`config.mk`:
```
export PLATFORM = sky130hd
export DESIGN_NAME = tfn_root_step
export DESIGN_NICKNAME = d
export VERILOG_FILES = /design/src/tfn_pkg.sv /design/src/tfn_root_step.sv
export SDC_FILE = /design/constraint.sdc
export NUM_CORES = 2
export LEC_CHECK = 0
export ABC_AREA = 0
export CAP_MARGIN = 10
export CELL_PAD_IN_SITES_DETAIL_PLACEMENT = 1
export CELL_PAD_IN_SITES_GLOBAL_PLACEMENT = 1
export CORE_AREA = 8 8 750 752
export DETAILED_ROUTE_END_ITERATION = 8
export DIE_AREA = 0 0 758 760
export DONT_BUFFER_PORTS = 1
export PLACE_DENSITY_LB_ADDON = 0.1
export SLEW_MARGIN = 30
export SYNTH_ARGS = -nofsm -noshare
export SYNTH_HDL_FRONTEND = slang
export SYNTH_SLANG_ARGS = --single-unit
```
`constraint.sdc`:
```
create_clock -name clk -period 9 [get_ports clk]
set_input_delay 0.9 -clock clk [delete_from_list [all_inputs] [get_ports clk]]
set_output_delay 0.9 -clock clk [all_outputs]
set_load 0.01 [all_outputs]
```
`src/tfn_pkg.sv`:
```
// shared constants for the triangle face normal pipeline
package tfn_pkg;

  // default coordinate width and normal fraction width
  localparam int COORD_BITS_DEF = 16;
  localparam int FRAC_BITS_DEF  = 14;

  // fixed field widths of the stream payload
  localparam int FIELD_W    = 16;
  localparam int IN_FIELDS  = 9;
  localparam int OUT_FIELDS = 3;
  localparam int IN_DATA_W  = FIELD_W * IN_FIELDS;
  localparam int OUT_DATA_W = FIELD_W * OUT_FIELDS;

  // magnitudes are brought below 2^M_BITS before squaring
  localparam int M_BITS = 30;

endpackage

```
`src/tfn_root_step.sv`:
```
// one bit of the rounded quotient m*2^F/sqrt(s) for all three lanes
module tfn_root_step #(
  parameter int FRAC_BITS = tfn_pkg::FRAC_BITS_DEF,
  parameter int BIT       = 0
) (
  input  logic                                  clk,
  input  logic                                  ld,
  input  logic [2*tfn_pkg::M_BITS+1:0]          s_in,
  input  logic signed [2*FRAC_BITS+66:0]        r_in   [3],
  input  logic signed [2*FRAC_BITS+66:0]        d_in   [3],
  input  logic signed [2*FRAC_BITS+66:0]        p_in   [3],
  input  logic [FRAC_BITS:0]                    q_in   [3],
  input  logic [2:0]                            neg_in,
  input  logic                                  degen_in,
  output logic [2*tfn_pkg::M_BITS+1:0]          s_out,
  output logic signed [2*FRAC_BITS+66:0]        r_out  [3],
  output logic signed [2*FRAC_BITS+66:0]        d_out  [3],
  output logic signed [2*FRAC_BITS+66:0]        p_out  [3],
  output logic [FRAC_BITS:0]                    q_out  [3],
  output logic [2:0]                            neg_out,
  output logic                                  degen_out
);

  localparam int F  = FRAC_BITS;
  localparam int DW = 2 * F + 67;
  localparam int QW = F + 1;

  logic signed [DW-1:0] s_ext;
  logic signed [DW-1:0] dt [3];
  logic [2:0]           ok;

  // d = 2q-1, with d^2*s and d*s kept by shifts and adds
  always_comb begin
    s_ext = $signed(DW'(s_in));
    for (int i = 0; i < 3; i++) begin
      dt[i] = d_in[i] + (p_in[i] <<< (BIT + 2)) + (s_ext <<< (2 * BIT + 2));
      ok[i] = !q_in[i][F] && (dt[i] <= r_in[i]);
    end
  end

  // take the bit when (2t-1)^2*s stays within 4*m^2*2^(2F)
  always_ff @(posedge clk) begin
    if (ld) begin
      for (int i = 0; i < 3; i++) begin
        d_out[i] <= ok[i] ? dt[i] : d_in[i];
        p_out[i] <= ok[i] ? p_in[i] + (s_ext <<< (BIT + 1)) : p_in[i];
        q_out[i] <= ok[i] ? (q_in[i] | (QW'(1) << BIT)) : q_in[i];
      end
      s_out     <= s_in;
      r_out     <= r_in;
      neg_out   <= neg_in;
      degen_out <= degen_in;
    end
  end

endmodule

```
Yosys cells after proc, flatten, opt, wreduce, memory -nomap -nowiden
Index checks and enable logic that the tools add are counted.
{"block": "op_classes", "addsub": 9, "reduce_logical": 6, "n_mux": 6, "order_cmp": 3}
{"op": "$mux W95", "count": 6}
{"op": "$add A95 B64 Y95", "count": 3}
{"op": "$add A95 B65 Y95", "count": 3}
{"op": "$add A95 B95 Y95", "count": 3}
{"op": "$le A95 B95 Y1", "count": 3}
{"op": "$logic_and A1 B1 Y1", "count": 3}
{"op": "$logic_not A1 Y1", "count": 3}
{"block": "word_totals", "output_inout_bits": 966, "regBits": 966}

Logic depth before layout (Yosys ltp)
{"block": "logic_depth", "depth_word": 5, "depth_mapped": 32}

Worst setup path before layout
No wires, ideal clock.
{"block": "synth_timing", "path_type": "input-to-reg", "start": "in s_in[1] in the netlist's numbering", "end": "reg p_out[110] in the netlist's numbering, data pin", "setup_slack_ns": 1.455, "setup_time_ns": 0.260, "required_time_ns": 8.740, "path_buffers": 2, "cell_stages": 29, "t_arrival_ns": 7.285, "cell_sequence": "inv_1 > fa_1 > inv_1 > ha_1 > inv_1 > fa_1 > nand2b_1 > a2111oi_4 > o211ai_2 > a211oi_2 > o21ai_1 > or4_4 > a211oi_2 > o21ai_1 > a21oi_2 > o221ai_2 > o21ai_1 > xor2_1 > ha_1 > nand4_1 > nor4_1 > nand3_1 > nor3_1 > a21oi_1 > nor2b_1 > a311oi_2 > clkbuf_1 > buf_2 > mux2_2"}
{"block": "synth_via", "elab_chain_len": 4, "elab_cells_between_ends": 5}
{"item": "from (decl)", "line_no": "tfn_root_step.sv:8", "source": "input logic [2*tfn_pkg::M_BITS+1:0] s_in,"}
{"item": "$add A95 B65 Y95", "line_no": "tfn_root_step.sv:36", "source": "dt[i] = d_in[i] + (p_in[i] <<< (BIT + 2)) + (s_ext <<< (2 * BIT + 2));"}
{"item": "$le A95 B95 Y1", "line_no": "tfn_root_step.sv:37", "source": "ok[i] = !q_in[i][F] && (dt[i] <= r_in[i]);"}
{"item": "$logic_and A1 B1 Y1", "line_no": "tfn_root_step.sv:37"}
{"item": "$mux W95 *", "line_no": "tfn_root_step.sv:46", "source": "p_out[i] <= ok[i] ? p_in[i] + (s_ext <<< (BIT + 1)) : p_in[i];"}
{"item": "to (signal, indexed assignment)", "line_no": "tfn_root_step.sv:46"}
{"item": "to (decl)", "line_no": "tfn_root_step.sv:18", "source": "output logic signed [2*FRAC_BITS+66:0] p_out [3],"}
Mark *: on every way between the ends. The rest lies on a longest branch, timed or not.
A chain may end at the register's enable or synchronous reset.

Worst setup path after layout
{"block": "layout_timing", "start": "in s_in[1] in the netlist's numbering", "end": "reg p_out[88] in the netlist's numbering, data pin"}
Same word-level chain as after synthesis.

==> metrics.yaml <==
port-buffer-count: 0
antenna_found_initial: 105
rsz0062_at_grt: "false"
ys_ff_latch: 966
dr.pass1.iters: 6
design.die.area_um2: 576000
cp_common_cell: "buf_4"
clk_pin_slew_worst_paths_ns: 0.06
cp-startpoint: "s_in[1]"
post_drt_wl_per_cell_um: 36.0
dieHeight_um: 760
cp.arrival_ns: 9.01
async_reset_ff_share_pct: 0
start_util_pct: 13.8
grt_start_max_net_pins: 164
fmax_mhz: 119
cts-buffers-inserted: 156
synth-edff-count: 966
pin_count: 1934
grt_pass1_wl_um: 698000
clock-sinks: 966
critPathMaxStageDelay_ns: 0.77
powerDensity_nw_per_um2: 229
power.leakage_uw: 0.0368
drt_iter0_drc: 3168
ir_worst_vdd_mv: 0.125
rows: 273
drv_slew: 0
htreeDepth: 4
globalplace.congestion: 0.835
synthCells: 7288
nets: 9585
overflow: 0
cp-end-kind: "flop"
yosys-top-cells-count: "edfxtp_1 (966), ha_1 (834), a21oi_1 (667)"
tightest_slew_ns: 0.976
max_slew_margin_pct: 34.3
setup_tns_ns: 0
min_period_over_period_pct: 93.6
fin_area_um2: 93900
syn-cell-area_um2: 76200
wl_um: 541000
finalHoldViolations: 0
fin_crit_ns: 8.42
crit_type: "input port to flop"
status: "finished clean"
met1_usage_pct: 19.8
gr-usage-met2_pct: 33.6
grt.met3_usage_pct: 5.41
grt_pass1_vias: 68800
via_per_inst: 4.17
crit_slowest_cell: "nor3_1"
required_ns: 9.59
yosysMostFrequentCell: "edfxtp_1"
cts_tree: "yes"
fp.coreArea_um2: 551000
whs_ns: 0.136
vias: 62800
hp-class: "input port to flop"
synth.distinct_cells: 101
syn_avg_cell_area_um2: 10.5
post_cts_buffers: 0
drive_above_1_share_pct: 12.7
yosysTopAreaCellShare_pct: 38.1
clk_path_buf_depth: 4
setup_viol: 0
grt_busiest_layer: "met2"
drv_cap: 0
synth_fp_nets: 9282
yosysTopAreaCell: "edfxtp_1"
dp_hpwl_um: 469000
postRouteAntennaNets: 0
power_uw: 21500
area_growth_pct: 23.2
drc: 0
crit_end: "p_out[88]"
synth_warnings: 0
ys_seq_area_share_pct: 38.1
synth_ff_type: "edfxtp_1"
placed_area_um2: 86600
grt_usage_pct: 18.0
post-route-util_pct: 17.1
die_width_um: 758
synthTopCellsByArea: "edfxtp_1 (38%), ha_1 (14%), mux2_2 (5.7%)"
cts_root_buffer: "clkbuf_16"
worstPathMaxFanout: 8
start_kind: "input port"
[metal layers]
layer / vias to the layer above / part of all wire, %
met5: - / 0.033
met4: 26 / 2.6
met3: 446 / 7.5
met1: 32300 / 38
met2: 2075 / 52
li1: 27900 / -
[cell type report]
type | instances | area (µm²)
clock inverters | 107 | 1300
flip-flops and latches | 966 | 29000
repair buffers | 433 | 4180
inverters | 455 | 1710
clock buffers | 174 | 4060
multi-input cells | 5579 | 44400
fillers | 63100 | 457000
diodes | 47 | 118
well taps | 7287 | 9120
[flip-flops by register name, indices dropped and copies added (netlist names)]
name and cells:
d_out 285, degen_out 1, neg_out 3, p_out 285, q_out 45, r_out 285
s_out 62
[placed cells by master, fill, tap and decap left out, types with 175 or more instances in the layout]
cell type      instances
xnor2_1              314
nor2_1               331
xor2_1               227
dlygate4sd3_1        175
a21oi_1              664
buf_4                225
o21ai_0              349
fa_1                 192
a21o_1               460
nand2_1              452
nand4_1              243
ha_1                 834
inv_1                455
mux2_2               384
edfxtp_1             966
[cells by family after synthesis]
logic type,Yosys count,share of synthesized area [%]
compound gates,2013,17.0
flops,966,38.1
xor+xnor,541,6.22
fa+ha+maj,1026,18.7
mux,394,5.80
simple gates,1605,10.5
buf+inv,743,3.78
[through the flow]
step | instances | setup WS, ns
2_1_floorplan | 7288 | 1.45
3_3_place_gp | 14500 | -0.764
3_5_place_dp | 14500 | -0.811
4_1_cts | 15000 | 0.116
5_1_grt | 15000 | 0.164
6_report | 15000 | 0.579
[worst max-delay path, delay by kind of cell]
family / cells / cell delay [ns]
compound gates: 13 / 2.63
xor+xnor: 2 / 0.34
fa+ha+maj: 4 / 1.44
buf+inv: 11 / 1.61
simple gates: 7 / 2.04
[what timing repair did]
item,in CTS,in global routing
hold buffers,175,0
gates resized for setup,0,1
hold endpoints to repair,175,0
setup endpoints to repair,0,1
[power breakdown]
| part | internal (µW) | total [µW] | switching [µW] |
|---|---|---|---|
| combinational | 3130 | 7850 | 4720 |
| sequential | 5850 | 7010 | 1160 |
| clock | 3940 | 6660 | 2730 |
[worst min-delay path by stage]
stage | slack, ns | from | depth (start not counted) | end
final | 0.14 | r_in[277] | 0 | r_out[277]
after floorplan | 1.0 | d_in[0] | 0 | d_out[0]
after CTS | 0.0002 | s_in[12] | 0 | s_out[12]
after global routing | 0.03 | r_in[228] | 0 | r_out[228]
after detailed placement | 1.0 | q_in[6] | 0 | q_out[6]
after global placement | 1.0 | neg_in[2] | 0 | neg_out[2]
Note: power is estimated with default switching activity, not from simulation.
